### src/hw/rtl/sab_pkg.sv
// ----------------------------------------------------------------------------
// sab_pkg
// Types, codes and constants of the sprite attribute builder.
// ----------------------------------------------------------------------------
package sab_pkg;

  localparam int unsigned MAX_SPRITES = 80;
  localparam int unsigned CNT_W       = 7;
  localparam int unsigned CULL_W      = 20;

  localparam logic signed [CULL_W-1:0] SCREEN_W   = 20'sd320;
  localparam logic signed [CULL_W-1:0] SCREEN_H   = 20'sd224;
  localparam logic signed [CULL_W-1:0] Y_WIN_HI   = 20'sd256;
  localparam logic signed [CULL_W-1:0] Y_WIN_LO   = -20'sd32;
  localparam logic [15:0]              SCREEN_OFS = 16'h0080;

  typedef enum logic [1:0] {
    OP_START  = 2'd0,
    OP_OBJECT = 2'd1,
    OP_PIECE  = 2'd2
  } sab_op_e;

  typedef enum logic [1:0] {
    CAM_SCREEN = 2'd0,
    CAM_FG     = 2'd1,
    CAM_BG     = 2'd2,
    CAM_THIRD  = 2'd3
  } sab_cam_e;

  typedef enum logic [2:0] {
    REG_FG_CAMERA_X    = 3'd0,
    REG_FG_CAMERA_Y    = 3'd1,
    REG_BG_CAMERA_X    = 3'd2,
    REG_BG_CAMERA_Y    = 3'd3,
    REG_THIRD_CAMERA_X = 3'd4,
    REG_THIRD_CAMERA_Y = 3'd5,
    REG_SIDE_MARGIN    = 3'd6
  } sab_reg_e;

  typedef struct packed {
    logic [1:0]         operation;
    logic signed [15:0] pos_x;
    logic signed [15:0] pos_y;
    logic [1:0]         camera_select;
    logic [7:0]         half_width;
    logic [7:0]         half_height;
    logic               flip_x;
    logic               flip_y;
    logic               custom_height;
    logic [15:0]        tile_base;
    logic [39:0]        piece_bytes;
  } sab_item_t;

  typedef struct packed {
    logic               written;
    logic               visible;
    logic [CNT_W-1:0]   entry_index;
    logic signed [15:0] entry_y;
    logic [5:0]         size_byte;
    logic [CNT_W-1:0]   link;
    logic [15:0]        pattern;
    logic signed [15:0] entry_x;
    logic [CNT_W-1:0]   sprite_count;
  } sab_result_t;

endpackage

### src/hw/rtl/sab_if.sv
// ----------------------------------------------------------------------------
// sab_if
// Handshake channels of the sprite attribute builder.
// ----------------------------------------------------------------------------
interface sab_item_if;
  import sab_pkg::*;
  logic      valid;
  logic      ready;
  sab_item_t data;
  modport source (output valid, output data, input ready);
  modport sink   (input valid, input data, output ready);
endinterface

interface sab_result_if;
  import sab_pkg::*;
  logic        valid;
  logic        ready;
  sab_result_t data;
  modport source (output valid, output data, input ready);
  modport sink   (input valid, input data, output ready);
endinterface

interface sab_cfg_if;
  logic        valid;
  logic        ready;
  logic [2:0]  reg_index;
  logic [15:0] wdata;
  modport source (output valid, output reg_index, output wdata, input ready);
  modport sink   (input valid, input reg_index, input wdata, output ready);
endinterface

### src/hw/rtl/sprite_attribute_builder.sv
// An accepted item passes the input register and then the result register.
// Throughput: one item per cycle; a stalled result register keeps the item register full.
// Each item updates the frame state in the cycle it leaves the input register.
// Reset (async, active low) clears camera registers, margin, counters and object state.
// ----------------------------------------------------------------------------
// sprite_attribute_builder
// Culls objects against the screen and packs mapping pieces into sprite entries.
// ----------------------------------------------------------------------------
module sprite_attribute_builder (
  input  logic         clk_i,
  input  logic         rst_ni,
  sab_cfg_if.sink      cfg_i,
  sab_item_if.sink     item_i,
  sab_result_if.source result_o
);
  import sab_pkg::*;

  // configuration
  logic signed [15:0] fg_cam_x_q, fg_cam_y_q, bg_cam_x_q, bg_cam_y_q;
  logic signed [15:0] th_cam_x_q, th_cam_y_q;
  logic [9:0]         margin_q;

  // frame and object state
  logic [CNT_W-1:0] count_q, count_d;
  logic             shown_q, shown_d;
  logic [15:0]      obj_x_q, obj_x_d, obj_y_q, obj_y_d, obj_tile_q, obj_tile_d;
  logic             obj_mx_q, obj_mx_d, obj_my_q, obj_my_d;

  // pipeline
  logic        s0_valid_q;
  sab_item_t   s0_q;
  logic        res_valid_q;
  sab_result_t res_q, res_d;
  logic        item_valid, item_ready, item_acc;
  logic        res_ready, out_free, s0_go;

  // datapath
  logic signed [15:0]       cam_x, cam_y;
  logic signed [16:0]       rel_x, rel_y;
  logic signed [CULL_W-1:0] rx_ext, ry_ext, w_ext, h_ext, m_ext;
  logic                     cull_x, cull_y, hdr_ok, room;
  logic [15:0]              hdr_x, hdr_y;
  logic [1:0]               wc, hc;
  logic [7:0]               attr;
  logic [10:0]              tile;
  logic [5:0]               w_span, h_span;
  logic [9:0]               xoff, yoff, xraw, yraw;
  logic [15:0]              pat_sum;

  assign cfg_i.ready = 1'b1;

  assign item_valid     = item_i.valid;
  assign res_ready      = result_o.ready;
  assign out_free       = !res_valid_q || res_ready;
  assign s0_go          = s0_valid_q && out_free;
  assign item_ready     = !s0_valid_q || out_free;
  assign item_i.ready   = item_ready;
  assign item_acc       = item_valid && item_ready;
  assign result_o.valid = res_valid_q;
  assign result_o.data  = res_q;

  always_ff @(posedge clk_i or negedge rst_ni) begin
    if (!rst_ni) begin
      fg_cam_x_q <= '0;
      fg_cam_y_q <= '0;
      bg_cam_x_q <= '0;
      bg_cam_y_q <= '0;
      th_cam_x_q <= '0;
      th_cam_y_q <= '0;
      margin_q   <= '0;
    end else if (cfg_i.valid) begin
      case (cfg_i.reg_index)
        REG_FG_CAMERA_X:    fg_cam_x_q <= cfg_i.wdata;
        REG_FG_CAMERA_Y:    fg_cam_y_q <= cfg_i.wdata;
        REG_BG_CAMERA_X:    bg_cam_x_q <= cfg_i.wdata;
        REG_BG_CAMERA_Y:    bg_cam_y_q <= cfg_i.wdata;
        REG_THIRD_CAMERA_X: th_cam_x_q <= cfg_i.wdata;
        REG_THIRD_CAMERA_Y: th_cam_y_q <= cfg_i.wdata;
        REG_SIDE_MARGIN:    margin_q   <= cfg_i.wdata[9:0];
        default: ;
      endcase
    end
  end

  // header: camera offset and culling
  always_comb begin
    case (s0_q.camera_select)
      CAM_FG:  begin cam_x = fg_cam_x_q; cam_y = fg_cam_y_q; end
      CAM_BG:  begin cam_x = bg_cam_x_q; cam_y = bg_cam_y_q; end
      CAM_THIRD: begin cam_x = th_cam_x_q; cam_y = th_cam_y_q; end
      default: begin cam_x = '0; cam_y = '0; end
    endcase
    rel_x  = 17'(s0_q.pos_x) - 17'(cam_x);
    rel_y  = 17'(s0_q.pos_y) - 17'(cam_y);
    rx_ext = CULL_W'(rel_x);
    ry_ext = CULL_W'(rel_y);
    w_ext  = {{(CULL_W-8){1'b0}}, s0_q.half_width};
    h_ext  = {{(CULL_W-8){1'b0}}, s0_q.half_height};
    m_ext  = {{(CULL_W-10){1'b0}}, margin_q};
    cull_x = (rx_ext + w_ext + m_ext < 0) || (rx_ext - w_ext - m_ext >= SCREEN_W);
    if (s0_q.custom_height) begin
      cull_y = (ry_ext + h_ext < 0) || (ry_ext - h_ext >= SCREEN_H);
    end else begin
      cull_y = (ry_ext < Y_WIN_LO) || (ry_ext >= Y_WIN_HI);
    end
    room = count_q < CNT_W'(MAX_SPRITES);
    if (s0_q.camera_select == CAM_SCREEN) begin
      hdr_ok = room;
      hdr_x  = s0_q.pos_x;
      hdr_y  = s0_q.pos_y;
    end else begin
      hdr_ok = room && !cull_x && !cull_y;
      hdr_x  = rel_x[15:0] + SCREEN_OFS;
      hdr_y  = rel_y[15:0] + SCREEN_OFS;
    end
  end

  // piece: decode, mirror and pack
  always_comb begin
    attr    = s0_q.piece_bytes[23:16];
    wc      = s0_q.piece_bytes[27:26];
    hc      = s0_q.piece_bytes[25:24];
    tile    = {attr[2:0], s0_q.piece_bytes[15:8]};
    w_span  = {3'({1'b0, wc}) + 3'd1, 3'b000};
    h_span  = {3'({1'b0, hc}) + 3'd1, 3'b000};
    xraw    = {{2{s0_q.piece_bytes[7]}}, s0_q.piece_bytes[7:0]};
    yraw    = {{2{s0_q.piece_bytes[39]}}, s0_q.piece_bytes[39:32]};
    xoff    = obj_mx_q ? (10'd0 - xraw - {4'd0, w_span}) : xraw;
    yoff    = obj_my_q ? (10'd0 - yraw - {4'd0, h_span}) : yraw;
    pat_sum = obj_tile_q + {5'd0, tile};
  end

  always_comb begin
    res_d      = '0;
    count_d    = count_q;
    shown_d    = shown_q;
    obj_x_d    = obj_x_q;
    obj_y_d    = obj_y_q;
    obj_tile_d = obj_tile_q;
    obj_mx_d   = obj_mx_q;
    obj_my_d   = obj_my_q;
    case (s0_q.operation)
      OP_START: begin
        count_d = '0;
        shown_d = 1'b0;
      end
      OP_OBJECT: begin
        shown_d       = hdr_ok;
        res_d.visible = hdr_ok;
        if (hdr_ok) begin
          obj_x_d    = hdr_x;
          obj_y_d    = hdr_y;
          obj_tile_d = s0_q.tile_base;
          obj_mx_d   = s0_q.flip_x;
          obj_my_d   = s0_q.flip_y;
        end
      end
      OP_PIECE: begin
        if (shown_q && room) begin
          count_d           = count_q + 1'b1;
          res_d.written     = 1'b1;
          res_d.entry_index = count_q;
          res_d.link        = count_q + 1'b1;
          res_d.entry_x     = obj_x_q + {{6{xoff[9]}}, xoff};
          res_d.entry_y     = obj_y_q + {{6{yoff[9]}}, yoff};
          res_d.size_byte   = {wc, 2'b00, hc};
          res_d.pattern     = (pat_sum | {attr[7:3], 11'd0}) ^ {3'd0, obj_my_q, obj_mx_q, 11'd0};
        end
      end
      default: ;
    endcase
    // a start beat reports the count it clears
    res_d.sprite_count = (s0_q.operation == OP_START) ? count_q : count_d;
  end

  always_ff @(posedge clk_i or negedge rst_ni) begin
    if (!rst_ni) begin
      s0_valid_q  <= 1'b0;
      res_valid_q <= 1'b0;
      count_q     <= '0;
      shown_q     <= 1'b0;
      obj_x_q     <= '0;
      obj_y_q     <= '0;
      obj_tile_q  <= '0;
      obj_mx_q    <= 1'b0;
      obj_my_q    <= 1'b0;
    end else begin
      if (item_acc) begin
        s0_valid_q <= 1'b1;
      end else if (s0_go) begin
        s0_valid_q <= 1'b0;
      end
      if (s0_go) begin
        res_valid_q <= 1'b1;
        count_q     <= count_d;
        shown_q     <= shown_d;
        obj_x_q     <= obj_x_d;
        obj_y_q     <= obj_y_d;
        obj_tile_q  <= obj_tile_d;
        obj_mx_q    <= obj_mx_d;
        obj_my_q    <= obj_my_d;
      end else if (res_ready) begin
        res_valid_q <= 1'b0;
      end
    end
  end

  // payload registers
  always_ff @(posedge clk_i) begin
    if (item_acc) begin
      s0_q <= item_i.data;
    end
    if (s0_go) begin
      res_q <= res_d;
    end
  end

endmodule

### src/flat_wrapper.sv
// flat-port wrapper written by rule: the top's interface ports become plain ports
module sprite_attribute_builder_flat import sab_pkg::*;
  (clk_i, rst_ni, cfg_i_valid, cfg_i_reg_index, cfg_i_wdata, cfg_i_ready, item_i_valid, item_i_data, item_i_ready, result_o_valid, result_o_data, result_o_ready);
  sab_cfg_if cfg_i_i ();
  sab_item_if item_i_i ();
  sab_result_if result_o_i ();
  input  logic clk_i;
  input  logic rst_ni;
  input wire logic [$bits(cfg_i_i.valid)-1:0] cfg_i_valid;
  input wire logic [$bits(cfg_i_i.reg_index)-1:0] cfg_i_reg_index;
  input wire logic [$bits(cfg_i_i.wdata)-1:0] cfg_i_wdata;
  output wire logic [$bits(cfg_i_i.ready)-1:0] cfg_i_ready;
  input wire logic [$bits(item_i_i.valid)-1:0] item_i_valid;
  input wire logic [$bits(item_i_i.data)-1:0] item_i_data;
  output wire logic [$bits(item_i_i.ready)-1:0] item_i_ready;
  output wire logic [$bits(result_o_i.valid)-1:0] result_o_valid;
  output wire logic [$bits(result_o_i.data)-1:0] result_o_data;
  input wire logic [$bits(result_o_i.ready)-1:0] result_o_ready;
  assign cfg_i_i.valid = cfg_i_valid;
  assign cfg_i_i.reg_index = cfg_i_reg_index;
  assign cfg_i_i.wdata = cfg_i_wdata;
  assign cfg_i_ready = cfg_i_i.ready;
  assign item_i_i.valid = item_i_valid;
  assign item_i_i.data = item_i_data;
  assign item_i_ready = item_i_i.ready;
  assign result_o_valid = result_o_i.valid;
  assign result_o_data = result_o_i.data;
  assign result_o_i.ready = result_o_ready;
  sprite_attribute_builder u_core (.clk_i(clk_i), .rst_ni(rst_ni), .cfg_i(cfg_i_i), .item_i(item_i_i), .result_o(result_o_i));
endmodule
### config.mk
export PLATFORM = sky130hd
export DESIGN_NAME = sprite_attribute_builder_flat
export DESIGN_NICKNAME = d
export VERILOG_FILES = /design/src/hw/rtl/sab_pkg.sv /design/src/hw/rtl/sab_if.sv /design/src/hw/rtl/sprite_attribute_builder.sv /design/src/flat_wrapper.sv
export SDC_FILE = /design/constraint.sdc
export NUM_CORES = 1
export LEC_CHECK = 0
export ABC_AREA = 1
export BUFFER_PORTS_ARGS = -buffer_cell sky130_fd_sc_hd__buf_2
export CAP_MARGIN = 0
export CORE_ASPECT_RATIO = 0.7
export CORE_MARGIN = 2
export CORE_UTILIZATION = 30
export DETAILED_ROUTE_END_ITERATION = 8
export GPL_TIMING_DRIVEN = 0
export REMOVE_ABC_BUFFERS = 1
export SYNTH_ARGS = -nofsm -noshare
export SYNTH_HDL_FRONTEND = slang
export SYNTH_SLANG_ARGS = --single-unit
### constraint.sdc
create_clock -name clk_i -period 6.2 [get_ports clk_i]
set_input_delay 0.93 -clock clk_i [delete_from_list [all_inputs] [get_ports clk_i]]
set_output_delay 0.93 -clock clk_i [all_outputs]
set_load 0.02 [all_outputs]
* Word-level counts from Yosys, hierarchy flattened
Index checks and enable logic that the tools add are counted.
** Cells by class
- Reduce and logical (&&, ||, !) cells :: 30
- Equal/unequal tests :: 11
- Magnitude comparators :: 7
- Add/subtract/negate cells :: 20
- Muxes and demuxes :: 17
- Bitwise operators :: 2
** Operator list (number)
- one-hot mux 16 bit (3 select lines) :: 2
- < comparator 32 x 1 -> 1 bit, second input constant :: 2
- adder 17 x 9 -> 18 bit :: 2
- subtractor 17 x 9 -> 18 bit :: 2
- subtractor 16 x 16 -> 17 bit :: 2
- adder 16 bit :: 2
- adder 16 x 8 -> 16 bit, second input constant :: 2
- adder 32 x 11 -> 32 bit :: 1
- 2-to-1 mux 16 bit :: 2
- greater-or-equal comparator 20 x 10 -> 1 bit, second input constant :: 1
- greater-or-equal comparator 20 x 9 -> 1 bit, second input constant :: 1
- 2-to-1 mux 10 bit :: 2
- subtractor 10 x 6 -> 10 bit :: 2
- subtractor 20 x 11 -> 20 bit :: 1
- AND reduction 2 bit :: 9
- subtractor 1 x 8 -> 9 bit, first input constant :: 2
- greater-or-equal comparator 17 x 10 -> 1 bit, second input constant :: 1
- < comparator 17 x 6 -> 1 bit, second input constant :: 1
- adder 16 x 11 -> 16 bit :: 1
- bitwise OR 16 bit :: 1
- XOR 16 x 13 -> 16 bit :: 1
- 2-to-1 mux 7 bit :: 2
- one-hot mux 7 bit (2 select lines) :: 1
- == test 3 bit, second input constant :: 3
- other kinds (16) :: 41
** Word-level totals
- Input bits :: 135
- Register bits after elaboration :: 354
- Word-level logic and storage cells :: 124

* Depth between registers and ports, before layout
- Word-level depth :: 12
- Mapped depth :: 40
- Mapped depth without buffers :: 38

* Worst setup path after synthesis
OpenSTA, ideal clock, no wires.
- Path kind :: reg2reg
- Start point :: register u_core.s0_q[75] in the netlist's numbering
- End point :: register u_core.obj_y_q[10]
- Clock period less this slack :: 5.040 ns
- Slack :: 1.160 ns
- Arrival :: 4.961 ns
- Stages on the path, launching flop included :: 35
- Required time :: 6.121 ns
- Path through :: edfxtp_1 > nor2_1 > clkbuf_1 > a22o_1 > a21oi_1 > ha_1 > nand2_1 > nand2_1 > inv_1 > nand2_1 > xor2_1 > ha_1 > buf_2 > a21oi_1 > nand2_1 > a31oi_1 > xor2_1 > ha_1 > a21o_1 > nor2_1 > nand2_1 > nand4_1 > nand2_1 > nor2_1 > nand3_2 > nor2_2 > nand2_1 > nand2_1 > nand3_1 > o21ai_1 > nand3_1 > nand2_2 > buf_2 > nand4_1 > nand2_1
** On the way
- Cells in the longest elaborated chain, start to end :: 12
- Elaborated cells on any way between the ends :: 32
- Classes of those cells :: add/sub (9); order compare (6); eq/ne (3); mux (5); reduce/logical (9)
** RTL lines
- from (decl) :: line sprite_attribute_builder.sv:31 : sab_item_t s0_q;
- from (signal assigned) :: line sprite_attribute_builder.sv:211 : s0_q <= item_i.data;
- == test 2 bit or == test 2 x 1 -> 1 bit (tied branches) :: line sprite_attribute_builder.sv:87 : case (s0_q.camera_select)
- one-hot mux 16 bit (3 select lines) :: line sprite_attribute_builder.sv:87
- subtractor 16 x 16 -> 17 bit :: line sprite_attribute_builder.sv:93 : rel_x = 17'(s0_q.pos_x) - 17'(cam_x);
- adder 17 x 9 -> 18 bit or subtractor 17 x 9 -> 18 bit (tied branches) :: line sprite_attribute_builder.sv:100 : cull_x = (rx_ext + w_ext + m_ext < 0) || (rx_ext - w_ext - m_ext >= SCREEN_W);
- adder 32 x 11 -> 32 bit or subtractor 20 x 11 -> 20 bit (tied branches) :: line sprite_attribute_builder.sv:100
- < comparator 32 x 1 -> 1 bit or greater-or-equal comparator 20 x 10 -> 1 bit (tied branches) :: line sprite_attribute_builder.sv:100
- logical OR 1 bit :: line sprite_attribute_builder.sv:100
- zero test 1 bit :: line sprite_attribute_builder.sv:112 : hdr_ok = room && !cull_x && !cull_y;
- logical AND 1 bit (2 in a row) :: line sprite_attribute_builder.sv:112
- 2-to-1 mux 1 bit :: line sprite_attribute_builder.sv:107 : if (s0_q.camera_select == CAM_SCREEN) begin
- AND reduction 3 bit (no line)
- to (signal assigned) :: line sprite_attribute_builder.sv:198 : obj_y_q <= obj_y_d;
- to (decl) :: line sprite_attribute_builder.sv:26 : logic [15:0] obj_x_q, obj_x_d, obj_y_q, obj_y_d, obj_tile_q, obj_tile_d;
Several ways; a longest one is shown, not always the timed one.
A chain may end at the register's enable or synchronous reset.

* Final worst setup path
- Start point :: register u_core.s0_q[75] in the netlist's numbering
- End point :: register u_core.obj_x_q[7]
** On the way
- Cells in the longest elaborated chain, start to end :: 12
- Elaborated cells on any way between the ends :: 32
- Classes of those cells :: add/sub (9); order compare (6); eq/ne (3); mux (5); reduce/logical (9)
** RTL lines
- == test 2 bit or == test 2 x 1 -> 1 bit (tied branches) :: line sprite_attribute_builder.sv:87
- one-hot mux 16 bit (3 select lines) :: line sprite_attribute_builder.sv:87
- subtractor 16 x 16 -> 17 bit :: line sprite_attribute_builder.sv:93
- adder 17 x 9 -> 18 bit or subtractor 17 x 9 -> 18 bit (tied branches) :: line sprite_attribute_builder.sv:100
- adder 32 x 11 -> 32 bit or subtractor 20 x 11 -> 20 bit (tied branches) :: line sprite_attribute_builder.sv:100
- < comparator 32 x 1 -> 1 bit or greater-or-equal comparator 20 x 10 -> 1 bit (tied branches) :: line sprite_attribute_builder.sv:100
- logical OR 1 bit :: line sprite_attribute_builder.sv:100
- zero test 1 bit :: line sprite_attribute_builder.sv:112
- logical AND 1 bit (2 in a row) :: line sprite_attribute_builder.sv:112
- 2-to-1 mux 1 bit :: line sprite_attribute_builder.sv:107
- AND reduction 3 bit (no line)
- to (signal assigned) :: line sprite_attribute_builder.sv:197 : obj_x_q <= obj_x_d;
- to (decl) :: line sprite_attribute_builder.sv:26
Several ways; a longest one is shown, not always the timed one.

==> qor.txt <==
outcome: completed
area inside the core boundary: 68000 um2
Fin Setup TNS: 0 ns
pin count of the biggest net entering global routing: 101
clock network latency to the later pin of the worst-skew pair: 0.57 ns
TritonCTS clock tree: yes
power per unit of standard cell area: 401 nW/um2
clock-pin slew of the registers on the worst-case setup and hold paths: 0.06 ns
fraction of registers with async set/reset: 47.7%
source of the critical timing path: u_core.s0_q[75]
first-pass GRT wire length: 91300 um
sequential cell area in the final layout: 9620 um2
placement row count: 80
Critical R2R Launch: u_core.s0_q[75]
maximum clock frequency: 0.173 GHz
fillcell total: 6988
total vias in the final route: 17102
number of enable-type register cells in the synthesized netlist: 182
endpoint kind of the worst setup timing path: register
TritonCTS Buffers: 40
initial antenna violation count: 2
final estimated routing congestion in global placement: 0.879
Max transition margin: 4.36%
minimum setup slack among reg-to-reg paths: 0.41 ns
number of remaining DRC errors: 0
Pleak: 11.8 nW
overall overflow remaining after global route: 0
count of final hold-check violations: 0
CP Max Fanout: 8
num ports: 215
worst-margin pin slew: 1.43 ns
layout cells sized above 1: 15.4%
H-tree levels: 2
class of the most critical setup path: register to register
Final ANT Viol Nets: 0
destination of the critical timing path: u_core.obj_x_q[7]
number of iterations in the first detailed-routing pass: 5
nature of the critical path startpoint: register
post-synthesis sequential area ratio: 46.8%
Final Critical Period: 5.79 ns
worst clock skew: 0.0119 ns
worst-path cell with the longest stage delay: sky130_fd_sc_hd__edfxtp_1
vias in the first global route: 15869
max-capacitance violation count: 0
post-synthesis instance area: 20600 um2
endpoint of the worst register-to-register path: u_core.obj_x_q[7]
Total Power: 9.94 mW
number of clock sinks seen by CTS: 348
maximum count of clock buffers along a single path: 3
buffers added on ports: 207
required time of the critical path: 6.65 ns
area occupied by multi-input gates: 9940 um2
CTS Root Buffer Type: sky130_fd_sc_hd__clkbuf_16
number of DRC markers in iteration 0: 1376
path class of the lowest-slack min-delay path: input pin to asynchronous set/reset pin
Initial Util: 30.2%
GRT Util Overall: 16.7%
number of warnings printed during yosys synthesis: 0
HPWL after detailed placement: 41900 um
Hold WS: 0.333 ns
final instance count without filler cells: 3613
main flop type after synthesis: sky130_fd_sc_hd__edfxtp_1
Synth Instances: 2449
Setup Viol. Count Final: 0
Final period util: 93.4%
delay of the slowest critical-path stage: 0.45 ns
largest vdd supply drop: 0.000181 V
arrival time worst endpoint: 6.24 ns
Yosys cell types: 47
r2r worst-path depth: 35
Routed WL: 59700 um
number of register bits inferred by synthesis: 348
vias per cell: 4.73
Synth Area per Inst: 8.39 um2
DIE WIDTH: 317 um
Final Max Tran Viols: 0
Die Area: 70700 um2
Post-layout nets: 2968
routed wirelength normalized by instance count: 16.5 um
height of the die: 223 um
most frequent cell on the critical path: sky130_fd_sc_hd__nand2_1
area growth from synthesis to layout: 20.5%
total placed cells including tap cells: 3495
## layer usage
metal  vias to the layer above  GRT usage, %  part of all wire (%)  wire [um]
met5                         -             0                 0.012          7
met4                         2          3.88                   1.9       1140
met3                        70          3.50                   7.6       4510
met2                       505          24.2                    41      24300
met1                      7891          25.1                    50      29700
li1                       8634             -                     -          -
## worst min-delay path by stage
| stage | startpoint | to | slack [ns] | depth (start not counted) |
|---|---|---|---|---|
| 6_report | rst_ni | u_core.th_cam_x_q[9] | 0.33 | 1 |
| 5_1_grt | rst_ni | u_core.bg_cam_y_q[15] | 0.35 | 1 |
| 4_1_cts | rst_ni | u_core.bg_cam_y_q[15] | 0.33 | 1 |
| 3_5_place_dp | u_core.obj_y_q[11] | u_core.obj_y_q[11] | 0.47 | 2 |
| 3_3_place_gp | u_core.obj_y_q[0] | u_core.obj_y_q[0] | 0.46 | 2 |
| 2_1_floorplan | u_core.obj_tile_q[0] | u_core.obj_tile_q[0] | 0.45 | 2 |
## worst max-delay path, delay by kind of cell, from the launching register on
kind,cells,cell delay [ns]
compound gates,6,1.11
xor+xnor,2,0.46
fa+ha+maj,3,0.88
buf+inv,4,0.55
flops,1,0.45
simple gates,20,2.20
## metrics by stage
stage	cell area (um2)	utilization (%)	setup slack [ns]
after global routing	24800	36.4	-0.0454
final	24800	36.5	0.412
after CTS	24400	35.9	0.0517
after global placement	22400	32.9	-3.31
after detailed placement	22600	33.3	-2.12
after floorplan	20200	-	-0.221
## registers in the layout (all words and copies together) (netlist names)
signal / flops
u_core.s0_q: 89
u_core.attr: 8
u_core.h_ext: 8
u_core.s0_valid_q: 1
u_core.th_cam_y_q: 16
u_core.obj_mx_q: 1
u_core.fg_cam_y_q: 16
u_core.fg_cam_x_q: 16
u_core.obj_tile_q: 16
u_core.bg_cam_x_q: 16
u_core.shown_q: 1
u_core.hc: 2
u_core.margin_q: 10
u_core.obj_y_q: 16
u_core.result_o.data: 75
u_core.th_cam_x_q: 16
u_core.bg_cam_y_q: 16
u_core.count_q: 7
u_core.obj_my_q: 1
u_core.obj_x_q: 16
u_core.result_o.valid: 1
## cells by family after synthesis
kind of cell / synth area share (%)
adder cells (fa/ha/maj): 9.65
flip-flops: 46.8
other: 0.0365
buffers and inverters: 7.22
AND/OR/NAND/NOR: 22.6
XOR/XNOR: 2.13
AO/OA/AOI/OAI: 11.5
## cell usage after synthesis (5+ instances only)
library cell / n / area, um2
sky130_fd_sc_hd__nand2_2: 8 / 50.1
sky130_fd_sc_hd__nand3_1: 107 / 536
sky130_fd_sc_hd__nor2_2: 6 / 37.5
sky130_fd_sc_hd__inv_1: 297 / 1110
sky130_fd_sc_hd__a21oi_1: 149 / 746
sky130_fd_sc_hd__ha_1: 141 / 1760
sky130_fd_sc_hd__o21bai_1: 6 / 45.0
sky130_fd_sc_hd__xor2_1: 38 / 333
sky130_fd_sc_hd__inv_2: 6 / 22.5
sky130_fd_sc_hd__nand3_2: 7 / 70.1
sky130_fd_sc_hd__buf_6: 6 / 67.6
sky130_fd_sc_hd__edfxtp_1: 182 / 5470
sky130_fd_sc_hd__nand4_1: 76 / 475
sky130_fd_sc_hd__dfrtp_1: 166 / 4150
sky130_fd_sc_hd__o21a_1: 8 / 60.1
sky130_fd_sc_hd__nor2_1: 163 / 612
sky130_fd_sc_hd__nor3_1: 29 / 145
sky130_fd_sc_hd__buf_4: 7 / 52.6
sky130_fd_sc_hd__nand2_1: 674 / 2530
sky130_fd_sc_hd__xnor2_1: 12 / 105
sky130_fd_sc_hd__o21ai_0: 198 / 991
sky130_fd_sc_hd__nand3b_1: 5 / 37.5
sky130_fd_sc_hd__clkbuf_1: 55 / 206
sky130_fd_sc_hd__fa_1: 11 / 220
sky130_fd_sc_hd__a31oi_1: 9 / 56.3
sky130_fd_sc_hd__o31ai_1: 7 / 52.6
sky130_fd_sc_hd__a22o_1: 29 / 254
## cell usage in the layout, fill, tap and decap left out, types with 15 or more instances in the layout
cell type / instances
sky130_fd_sc_hd__xor2_1: 32
sky130_fd_sc_hd__a22o_1: 29
sky130_fd_sc_hd__a21oi_1: 141
sky130_fd_sc_hd__nand4_1: 76
sky130_fd_sc_hd__buf_2: 206
sky130_fd_sc_hd__dfrtp_1: 166
sky130_fd_sc_hd__nand3_1: 102
sky130_fd_sc_hd__clkbuf_16: 41
sky130_fd_sc_hd__o21ai_0: 197
sky130_fd_sc_hd__nand2_2: 15
sky130_fd_sc_hd__nor3_1: 27
sky130_fd_sc_hd__nor2_1: 157
sky130_fd_sc_hd__buf_4: 28
sky130_fd_sc_hd__edfxtp_1: 182
sky130_fd_sc_hd__ha_1: 127
sky130_fd_sc_hd__inv_1: 295
sky130_fd_sc_hd__nand2_1: 666
## final cells by class
class                      instances  share of cell area (%)
multi-input combinational       1735                    40.1
sequential                       348                    38.8
timing repair buffer             252                    6.45
inverter                         303                    4.65
tap                              902                    4.56
clock buffer                      53                    4.48
clock inverter                    18                   0.874
timing repair inverter             1                  0.0202
antenna                            1                  0.0101
## repair_timing
| item | 4_1_cts | 5_1_grt |
|---|---|---|
| hold buffers | 0 | 0 |
| gates resized for setup | 16 | 53 |
| setup endpoints to repair | 52 | 52 |
| gates cloned | 9 | 0 |
| buffers inserted | 28 | 9 |
| pin swaps | 6 | 10 |
## report_power, final
| group | total (mW) | switching (mW) | internal, mW |
|---|---|---|---|
| combinational | 4.32 | 2.76 | 1.56 |
| sequential | 3.17 | 0.284 | 2.88 |
| clock | 2.45 | 1.02 | 1.43 |
| total | 9.94 | 4.06 | 5.88 |
Power figures use the tool's default switching activity.
